$ cat src/rtl/first_fit_interval_track_assign_top_macros.svh
// Assertion shorthands shared by the RTL files.
`ifndef FIRST_FIT_INTERVAL_TRACK_ASSIGN_TOP_MACROS_SVH
`define FIRST_FIT_INTERVAL_TRACK_ASSIGN_TOP_MACROS_SVH

// Same-cycle implication, muted while reset is asserted.
`define FITA_ASSERT_IMPLY(label, clk, rst_n, ante, cons, msg) \
	label: assert property (@(posedge clk) disable iff (!rst_n) (ante) |-> (cons)) \
		else $error(msg);

// Next-cycle implication, muted while reset is asserted.
`define FITA_ASSERT_NEXT(label, clk, rst_n, ante, cons, msg) \
	label: assert property (@(posedge clk) disable iff (!rst_n) (ante) |=> (cons)) \
		else $error(msg);

`endif

$ cat src/rtl/fita_pkg.sv
package fita_pkg;

	localparam int MAX_ENTRIES = 64;
	localparam int MAX_TRACKS  = 16;
	localparam int ADDR_WIDTH  = 16;

	localparam int IDX_W     = $clog2(MAX_ENTRIES);
	localparam int ENT_CNT_W = $clog2(MAX_ENTRIES + 1);
	localparam int TRK_W     = $clog2(MAX_TRACKS);
	localparam int TRK_CNT_W = $clog2(MAX_TRACKS + 1);

	typedef logic [ADDR_WIDTH-1:0] addr_t;
	typedef logic [TRK_W-1:0]      track_t;
	typedef logic [TRK_CNT_W-1:0]  track_cnt_t;
	typedef logic [ENT_CNT_W-1:0]  entry_cnt_t;
	typedef logic [IDX_W-1:0]      entry_idx_t;

	// One stored interval.
	typedef struct packed {
		addr_t  first;
		addr_t  last;
		track_t track;
	} entry_t;

	// Sequencer to scan unit.
	typedef struct packed {
		logic       start;
		addr_t      lo;
		addr_t      hi;
		entry_cnt_t count;
	} scan_cmd_t;

	// Scan unit to sequencer.
	typedef struct packed {
		logic                  done;
		logic [MAX_TRACKS-1:0] busy;
	} scan_sts_t;

endpackage

$ cat src/rtl/fita_in_if.sv
interface fita_in_if;
	import fita_pkg::*;

	logic  valid;
	logic  ready;
	addr_t source_address;
	addr_t target_address;
	logic  begin_set;

	modport source (output valid, source_address, target_address, begin_set, input ready);
	modport sink (input valid, source_address, target_address, begin_set, output ready);
endinterface

$ cat src/rtl/fita_out_if.sv
interface fita_out_if;
	import fita_pkg::*;

	logic       valid;
	logic       ready;
	track_t     track_index;
	logic       opened_track;
	logic       rejected;
	track_cnt_t tracks_in_use;

	modport source (output valid, track_index, opened_track, rejected, tracks_in_use,
		input ready);
	modport sink (input valid, track_index, opened_track, rejected, tracks_in_use,
		output ready);
endinterface

$ cat src/rtl/first_fit_interval_track_assign_top.sv
// First-fit interval track assignment.
// req carries one jump per transaction (source_address, target_address,
// begin_set); rsp returns one result transaction per request (track_index,
// opened_track, rejected, tracks_in_use). Both channels are valid/ready.
// The jump becomes the inclusive interval [min, max]; begin_set empties the
// table and closes every track before the insert. One comparator then walks
// the stored entries, one per cycle out of the entry memory, marking each
// track holding an overlapping interval. The lowest open track left unmarked
// is taken, otherwise a new track is opened, otherwise the interval is
// rejected (also when the table is full).
// The memory walk sets the latency. One transaction is processed at a time:
// req.ready is high only while the sequencer is idle, so a new request is
// taken only once the last one has left the pick step.
// The result sits in an output register; a stalled receiver lets the block
// take and process the next request, which then holds in the pick step until
// the register is free. Reset (arst_n low) empties the table and closes all
// tracks; memory contents are left as they are and never read before written.
`include "first_fit_interval_track_assign_top_macros.svh"

module first_fit_interval_track_assign_top (
	input  logic              clk,
	input  logic              arst_n,
	fita_in_if.sink           req,
	fita_out_if.source        rsp
);
	import fita_pkg::*;

	typedef enum logic [1:0] {ST_IDLE, ST_SCAN, ST_PICK} state_t;

	state_t     state_q;
	addr_t      lo_q;
	addr_t      hi_q;
	entry_cnt_t entry_cnt_q;
	track_cnt_t track_cnt_q;

	logic       out_valid_q;
	track_t     out_track_q;
	logic       out_opened_q;
	logic       out_rej_q;
	track_cnt_t out_used_q;

	scan_cmd_t  scan_cmd;
	scan_sts_t  scan_sts;
	entry_idx_t rd_addr;
	entry_t     rd_data;
	entry_t     wr_data;

	logic                  accept;
	logic                  slot_free;
	logic                  fire;
	logic [MAX_TRACKS-1:0] free;
	logic                  found;
	track_t                first_free;
	logic                  table_full;
	logic                  tracks_full;
	logic                  reject;
	logic                  opened;
	track_t                chosen;
	addr_t                 in_lo;
	addr_t                 in_hi;

	assign accept    = req.valid && req.ready;
	assign req.ready = (state_q == ST_IDLE);
	assign slot_free = !out_valid_q || rsp.ready;
	assign fire      = (state_q == ST_PICK) && slot_free;

	assign in_lo = (req.source_address < req.target_address) ?
		req.source_address : req.target_address;
	assign in_hi = (req.source_address < req.target_address) ?
		req.target_address : req.source_address;

	assign scan_cmd.start = accept;
	assign scan_cmd.lo    = lo_q;
	assign scan_cmd.hi    = hi_q;
	assign scan_cmd.count = entry_cnt_q;

	fita_scan u_scan (
		.clk    (clk),
		.arst_n (arst_n),
		.cmd    (scan_cmd),
		.sts    (scan_sts),
		.raddr  (rd_addr),
		.rdata  (rd_data)
	);

	// Pick the lowest open track that the walk left unmarked.
	always_comb begin
		free       = '0;
		first_free = '0;
		for (int t = 0; t < MAX_TRACKS; t++) begin
			free[t] = !scan_sts.busy[t] && (TRK_CNT_W'(t) < track_cnt_q);
		end
		for (int t = MAX_TRACKS - 1; t >= 0; t--) begin
			if (free[t]) begin
				first_free = TRK_W'(t);
			end
		end
	end

	assign found       = |free;
	assign table_full  = (entry_cnt_q == ENT_CNT_W'(MAX_ENTRIES));
	assign tracks_full = (track_cnt_q == TRK_CNT_W'(MAX_TRACKS));
	assign reject      = table_full || (!found && tracks_full);
	assign opened      = !table_full && !found && !tracks_full;
	assign chosen      = found ? first_free : track_cnt_q[TRK_W-1:0];

	assign wr_data.first = lo_q;
	assign wr_data.last  = hi_q;
	assign wr_data.track = chosen;

	fita_table u_table (
		.clk   (clk),
		.we    (fire && !reject),
		.waddr (entry_cnt_q[IDX_W-1:0]),
		.wdata (wr_data),
		.raddr (rd_addr),
		.rdata (rd_data)
	);

	always_ff @(posedge clk or negedge arst_n) begin
		if (!arst_n) begin
			state_q      <= ST_IDLE;
			entry_cnt_q  <= '0;
			track_cnt_q  <= '0;
			out_valid_q  <= 1'b0;
			lo_q         <= '0;
			hi_q         <= '0;
			out_track_q  <= '0;
			out_opened_q <= 1'b0;
			out_rej_q    <= 1'b0;
			out_used_q   <= '0;
		end else begin
			// Drop the result once taken, unless a new one replaces it.
			if (out_valid_q && rsp.ready && !fire) begin
				out_valid_q <= 1'b0;
			end
			unique case (state_q)
				ST_IDLE: begin
					if (accept) begin
						lo_q    <= in_lo;
						hi_q    <= in_hi;
						// Drop the whole set before this insert.
						if (req.begin_set) begin
							entry_cnt_q <= '0;
							track_cnt_q <= '0;
						end
						state_q <= ST_SCAN;
					end
				end
				ST_SCAN: begin
					if (scan_sts.done) begin
						state_q <= ST_PICK;
					end
				end
				ST_PICK: begin
					// Hold until the output register can take the result.
					if (slot_free) begin
						if (!reject) begin
							entry_cnt_q <= entry_cnt_q + 1'b1;
						end
						if (opened) begin
							track_cnt_q <= track_cnt_q + 1'b1;
						end
						out_valid_q  <= 1'b1;
						out_track_q  <= reject ? '0 : chosen;
						out_opened_q <= opened;
						out_rej_q    <= reject;
						out_used_q   <= track_cnt_q + TRK_CNT_W'(opened);
						state_q      <= ST_IDLE;
					end
				end
				default: begin
					state_q <= ST_IDLE;
				end
			endcase
		end
	end

	assign rsp.valid         = out_valid_q;
	assign rsp.track_index   = out_track_q;
	assign rsp.opened_track  = out_opened_q;
	assign rsp.rejected      = out_rej_q;
	assign rsp.tracks_in_use = out_used_q;

	`FITA_ASSERT_NEXT(a_store_bumps_count, clk, arst_n, fire && !reject, entry_cnt_q == $past(entry_cnt_q) + 1'b1, "stored interval did not advance the entry count")
	`FITA_ASSERT_IMPLY(a_reject_clean, clk, arst_n, out_valid_q && out_rej_q, out_track_q == '0 && !out_opened_q, "rejected result carries a track")
	`FITA_ASSERT_IMPLY(a_open_is_last, clk, arst_n, out_valid_q && out_opened_q, out_used_q == TRK_CNT_W'(out_track_q) + 1'b1, "opened track is not the newest")
	`FITA_ASSERT_IMPLY(a_done_in_scan, clk, arst_n, scan_sts.done, state_q == ST_SCAN, "scan finished outside the scan step")
endmodule

$ cat src/rtl/fita_table.sv
module fita_table (
	input  logic                 clk,
	input  logic                 we,
	input  fita_pkg::entry_idx_t waddr,
	input  fita_pkg::entry_t     wdata,
	input  fita_pkg::entry_idx_t raddr,
	output fita_pkg::entry_t     rdata
);
	import fita_pkg::*;

	entry_t mem [MAX_ENTRIES];

	always_ff @(posedge clk) begin
		if (we) begin
			mem[waddr] <= wdata;
		end
		rdata <= mem[raddr];
	end
endmodule

$ cat src/rtl/fita_scan.sv
module fita_scan (
	input  logic                 clk,
	input  logic                 arst_n,
	input  fita_pkg::scan_cmd_t  cmd,
	output fita_pkg::scan_sts_t  sts,
	output fita_pkg::entry_idx_t raddr,
	input  fita_pkg::entry_t     rdata
);
	import fita_pkg::*;

	entry_cnt_t            idx_q;
	logic                  active_q;
	logic                  pend_s1;
	logic [MAX_TRACKS-1:0] busy_q;
	logic                  more;
	logic                  hit;

	assign more  = idx_q < cmd.count;
	assign raddr = idx_q[IDX_W-1:0];
	// Single overlap comparator, fed one stored entry per cycle.
	assign hit   = (rdata.first <= cmd.hi) && (rdata.last >= cmd.lo);

	assign sts.done = active_q && !pend_s1 && !more;
	assign sts.busy = busy_q;

	always_ff @(posedge clk or negedge arst_n) begin
		if (!arst_n) begin
			idx_q    <= '0;
			active_q <= 1'b0;
			pend_s1  <= 1'b0;
			busy_q   <= '0;
		end else if (cmd.start) begin
			idx_q    <= '0;
			active_q <= 1'b1;
			pend_s1  <= 1'b0;
			busy_q   <= '0;
		end else if (active_q) begin
			// Issue the next read while the previous entry is compared.
			if (more) begin
				idx_q   <= idx_q + 1'b1;
				pend_s1 <= 1'b1;
			end else begin
				pend_s1 <= 1'b0;
			end
			if (pend_s1 && hit) begin
				busy_q[rdata.track] <= 1'b1;
			end
			if (sts.done) begin
				active_q <= 1'b0;
			end
		end
	end
endmodule

$ cat src/flat_wrapper.sv
// flat-port wrapper written by rule: the top's interface ports become plain ports
module first_fit_interval_track_assign_top_flat import fita_pkg::*;
  (clk, arst_n, req_valid, req_source_address, req_target_address, req_begin_set, req_ready, rsp_valid, rsp_track_index, rsp_opened_track, rsp_rejected, rsp_tracks_in_use, rsp_ready);
  fita_in_if req_i ();
  fita_out_if rsp_i ();
  input  logic clk;
  input  logic arst_n;
  input wire logic [$bits(req_i.valid)-1:0] req_valid;
  input wire logic [$bits(req_i.source_address)-1:0] req_source_address;
  input wire logic [$bits(req_i.target_address)-1:0] req_target_address;
  input wire logic [$bits(req_i.begin_set)-1:0] req_begin_set;
  output wire logic [$bits(req_i.ready)-1:0] req_ready;
  output wire logic [$bits(rsp_i.valid)-1:0] rsp_valid;
  output wire logic [$bits(rsp_i.track_index)-1:0] rsp_track_index;
  output wire logic [$bits(rsp_i.opened_track)-1:0] rsp_opened_track;
  output wire logic [$bits(rsp_i.rejected)-1:0] rsp_rejected;
  output wire logic [$bits(rsp_i.tracks_in_use)-1:0] rsp_tracks_in_use;
  input wire logic [$bits(rsp_i.ready)-1:0] rsp_ready;
  assign req_i.valid = req_valid;
  assign req_i.source_address = req_source_address;
  assign req_i.target_address = req_target_address;
  assign req_i.begin_set = req_begin_set;
  assign req_ready = req_i.ready;
  assign rsp_valid = rsp_i.valid;
  assign rsp_track_index = rsp_i.track_index;
  assign rsp_opened_track = rsp_i.opened_track;
  assign rsp_rejected = rsp_i.rejected;
  assign rsp_tracks_in_use = rsp_i.tracks_in_use;
  assign rsp_i.ready = rsp_ready;
  first_fit_interval_track_assign_top u_core (.clk(clk), .arst_n(arst_n), .req(req_i), .rsp(rsp_i));
endmodule
$ cat config.mk
export PLATFORM = sky130hd
export DESIGN_NAME = first_fit_interval_track_assign_top_flat
export DESIGN_NICKNAME = d
export VERILOG_FILES = /design/src/rtl/fita_pkg.sv /design/src/rtl/fita_in_if.sv /design/src/rtl/fita_out_if.sv /design/src/rtl/first_fit_interval_track_assign_top.sv /design/src/rtl/fita_table.sv /design/src/rtl/fita_scan.sv /design/src/flat_wrapper.sv
export VERILOG_INCLUDE_DIRS = /design/src /design/src/rtl
export SDC_FILE = /design/constraint.sdc
export NUM_CORES = 2
export LEC_CHECK = 0
export BUFFER_PORTS_ARGS = -buffer_cell sky130_fd_sc_hd__buf_2
export CORE_MARGIN = 2
export CORE_UTILIZATION = 25
export DETAILED_ROUTE_END_ITERATION = 6
export GPL_TIMING_DRIVEN = 0
export SLEW_MARGIN = 40
export SYNTH_ARGS = -nofsm -noshare
export SYNTH_HDL_FRONTEND = slang
export SYNTH_SLANG_ARGS = --single-unit
export TNS_END_PERCENT = 100
$ cat constraint.sdc
create_clock -name clk -period 11.1 [get_ports clk]
set_clock_uncertainty 0.2 [all_clocks]
set_input_delay 1.665 -clock clk [delete_from_list [all_inputs] [get_ports clk]]
set_output_delay 1.665 -clock clk [all_outputs]
set_load 0.02 [all_outputs]
==> results.yml <==
outcome:
  status: "completed"
global_route:
  antenna_found_initial: 27
  grt_max_degree: 65
  track_usage: 0.1329
  overflow: 0
  grt_pass1_wl_um: 360500
  grt_pass1_vias: 46690
layout:
  design_area_sq_um: 112700
  fin_nets: 4700
  final_layout_size_suffix_gt1_frac: 0.3335
  fillers: 35710
  finalNonFillerCells: 9797
  synthToLayoutAreaGrowth_pct: 19.94
timing:
  hold_viol_final: 0
  slew_violations: 0
  tns_ns: 0
  finalSetupViolCount: 0
  worst_pin_slew_ns: 0.8819
  fmax_mhz: 193.6
  period_share: 0.4653
  relSlewSlack: 0.4121
  rsz0062_at_grt: "no"
  period_needed_ns: 5.165
  worst_slack_ns: 5.935
routing:
  drt-initial-drc-count: 5949
  drc: 0
  vias: 46030
  detail_route.first_pass.iterations: 7
  avgViaCountPerCell: 4.698
  routed_wl_um: 258100
  wire_per_inst_um: 26.34
  ant_nets: 0
synthesis:
  synth_top_area_share: 0.7365
  synth.cell_area_sq_um: 93950
  synthArstFlopShare: 0.03426
  postSynthAreaPerCell_sq_um: 23.05
  synth_top_cells_by_count: "edfxtp_1 (2304), mux4_2 (743), clkbuf_1 (126)"
  synth_cell_types: 69
  syn-num-nets: 4173
  synth-seq-cells: 2423
  yosys.cell_count.top_type: "edfxtp_1"
  syn_inst: 4076
  synth_edf_count: 2304
  synth_top_area_cell: "edfxtp_1"
  ys_top_cells_by_area: "edfxtp_1 (74%), mux4_2 (18%), dfrtp_1 (2.2%), ha_1 (0.80%), dfxtp_1 (0.77%)"
  yosys_most_used_dff: "edfxtp_1"
  ys_warn_count: 0
  yosysSeqAreaShare: 0.7662
clocking:
  clkTransAtPathRegs_ns: 0.06
  root_buffer: "clkbuf_16"
  clockBufferDepth: 3
  cts_buffers: 225
  cts_tree: "done"
  clk_latency_ns: 0.88
  cts_resized: 0
  cts_max_level: 4
  clock-sinks: 2423
  cts_setup_buffers: 0
  cts_hold_buf: 0
placement:
  dp_hpwl_um: 183000
  io_buffers: 49
  pre_cts_ws_ns: 5.278
  placed_area_sq_um: 105500
  place_congestion: 0.8846
  dpl.cell_count: 9369
die:
  fp.dieW_um: 617.0
  core_area_sq_um: 374700
  fp.dieArea_sq_um: 380700
  die_y_um: 617.0
  start_util: 0.2507
  io_pins: 50
  rows: 225
setup_path:
  rrSetupSlack_ns: 6.33
  worstSetupPathType: "in2reg"
  cpMostUsedCell: "buf_2"
  critPathLaunchType: "primary input"
  slowest_stage: "clkbuf_1"
  setup.worst_path.end_class: "flip-flop"
  worstPathMaxFanout: 10
  cp.arrival_ns: 5.54
  crit_required_ns: 11.47
  slowest_delay_ns: 0.61
  worstPathCellList: "buf_2 > nand2b_1 > nand2_1 > a21o_1 > nor2_1 > clkbuf_1 > nand3_1 > nor4_2 > buf_2 > buf_2 > buf_2 > buf_2 > buf_2 > buf_2"
flow_run:
  maxCapViolCount: 0
power:
  power_leakage_nw: 34.83
  p_per_area_nw_per_um2: 247.5
  irDropWorstVdd_mv: 0.2073
hold_path:
  hp-class: "reg2reg"
==> sequential cells by signal, indices dropped and copies added (netlist names), 2 cells and up <==
signal                    count
u_core.u_table.mem         2304
u_core.u_scan.busy_q         16
u_core.u_table.rdata         36
u_core.rsp.track_index        4
u_core.hi_q                  16
u_core.track_cnt_q            5
u_core.state_q                2
u_core.entry_cnt_q            7
u_core.rsp.tracks_in_use      5
u_core.lo_q                  16
u_core.u_scan.idx_q           7
==> where the power goes <==
part	internal (mW)	leakage, nW	switching, mW
clock network	4.20	3.48	3.38
registers	11.3	22.1	0.685
logic	3.21	9.23	5.10
==> worst max-delay path: cells and delay by family <==
| kind | cells | cell delay [ns] |
|---|---|---|
| buf+inv | 8 | 1.92 |
| simple gates | 5 | 1.68 |
| compound gates | 1 | 0.26 |
==> final cells by class <==
| cell class | count | area (sq um) | area share |
|---|---|---|---|
| sequential | 2423 | 72100 | 0.6399 |
| inverter | 64 | 240.2 | 0.002132 |
| clock inverter | 137 | 1311 | 0.01164 |
| timing repair buffer | 300 | 4546 | 0.04034 |
| antenna | 9 | 22.52 | 0.0001999 |
| multi-input combinational | 1372 | 21330 | 0.1893 |
| clock buffer | 281 | 5872 | 0.05211 |
| buffer | 217 | 1001 | 0.008883 |
| tap | 4994 | 6248 | 0.05545 |
==> layer usage <==
metal | wire (um) | global-route usage | part of all wire
met3 | 20170 | 0.02284 | 0.078
met2 | 124600 | 0.2203 | 0.48
met4 | 13430 | 0.06531 | 0.052
met5 | 78 | 0 | 0.00030
met1 | 99760 | 0.1684 | 0.39
==> cell usage in the layout, fill, tap and decap left out, types with 48 or more instances in the layout <==
cell,instances
edfxtp_1,2304
mux4_2,743
clkbuf_16,226
buf_2,166
clkbuf_1,131
buf_16,82
nand2_1,80
a21oi_1,63
inv_1,62
buf_8,62
ha_1,60
nor2_4,58
clkinv_1,55
dfrtp_1,51
clkbuf_2,48
==> per-stage QoR <==
stage                     utilization  hold WS (ns)  power (mW)
after CTS                      0.3006        0.2827       28.03
after global placement         0.2680        0.2615       20.09
after global routing           0.3007        0.3156       28.69
final                          0.3007        0.2810       27.89
after floorplan                     -        0.2624       16.40
after detailed placement       0.2814        0.2697       20.51
==> kinds of logic after synthesis <==
logic type               synth area share
flip-flops                         0.7662
multiplexers                       0.1814
AND/OR/NAND/NOR                   0.01616
buffers and inverters             0.01220
AO/OA/AOI/OAI                     0.01562
adder cells (fa/ha/maj)          0.007991
XOR/XNOR                        0.0003730
==> final timing paths <==
path	endpoint	startpoint	cells after the start
max	u_core.u_table.mem[2][4]	rsp_ready	14
min	u_core.rsp.track_index[2]	u_core.rsp.track_index[2]	2
max reg2reg	u_core.u_table.mem[2][4]	u_core.track_cnt_q[0]	16
min reg2reg	u_core.rsp.track_index[2]	u_core.rsp.track_index[2]	2
max in group asynchronous	u_core.lo_q[12]	arst_n	2
min in group asynchronous	u_core.rsp.tracks_in_use[3]	arst_n	1
(Power assumes the default switching activity.)
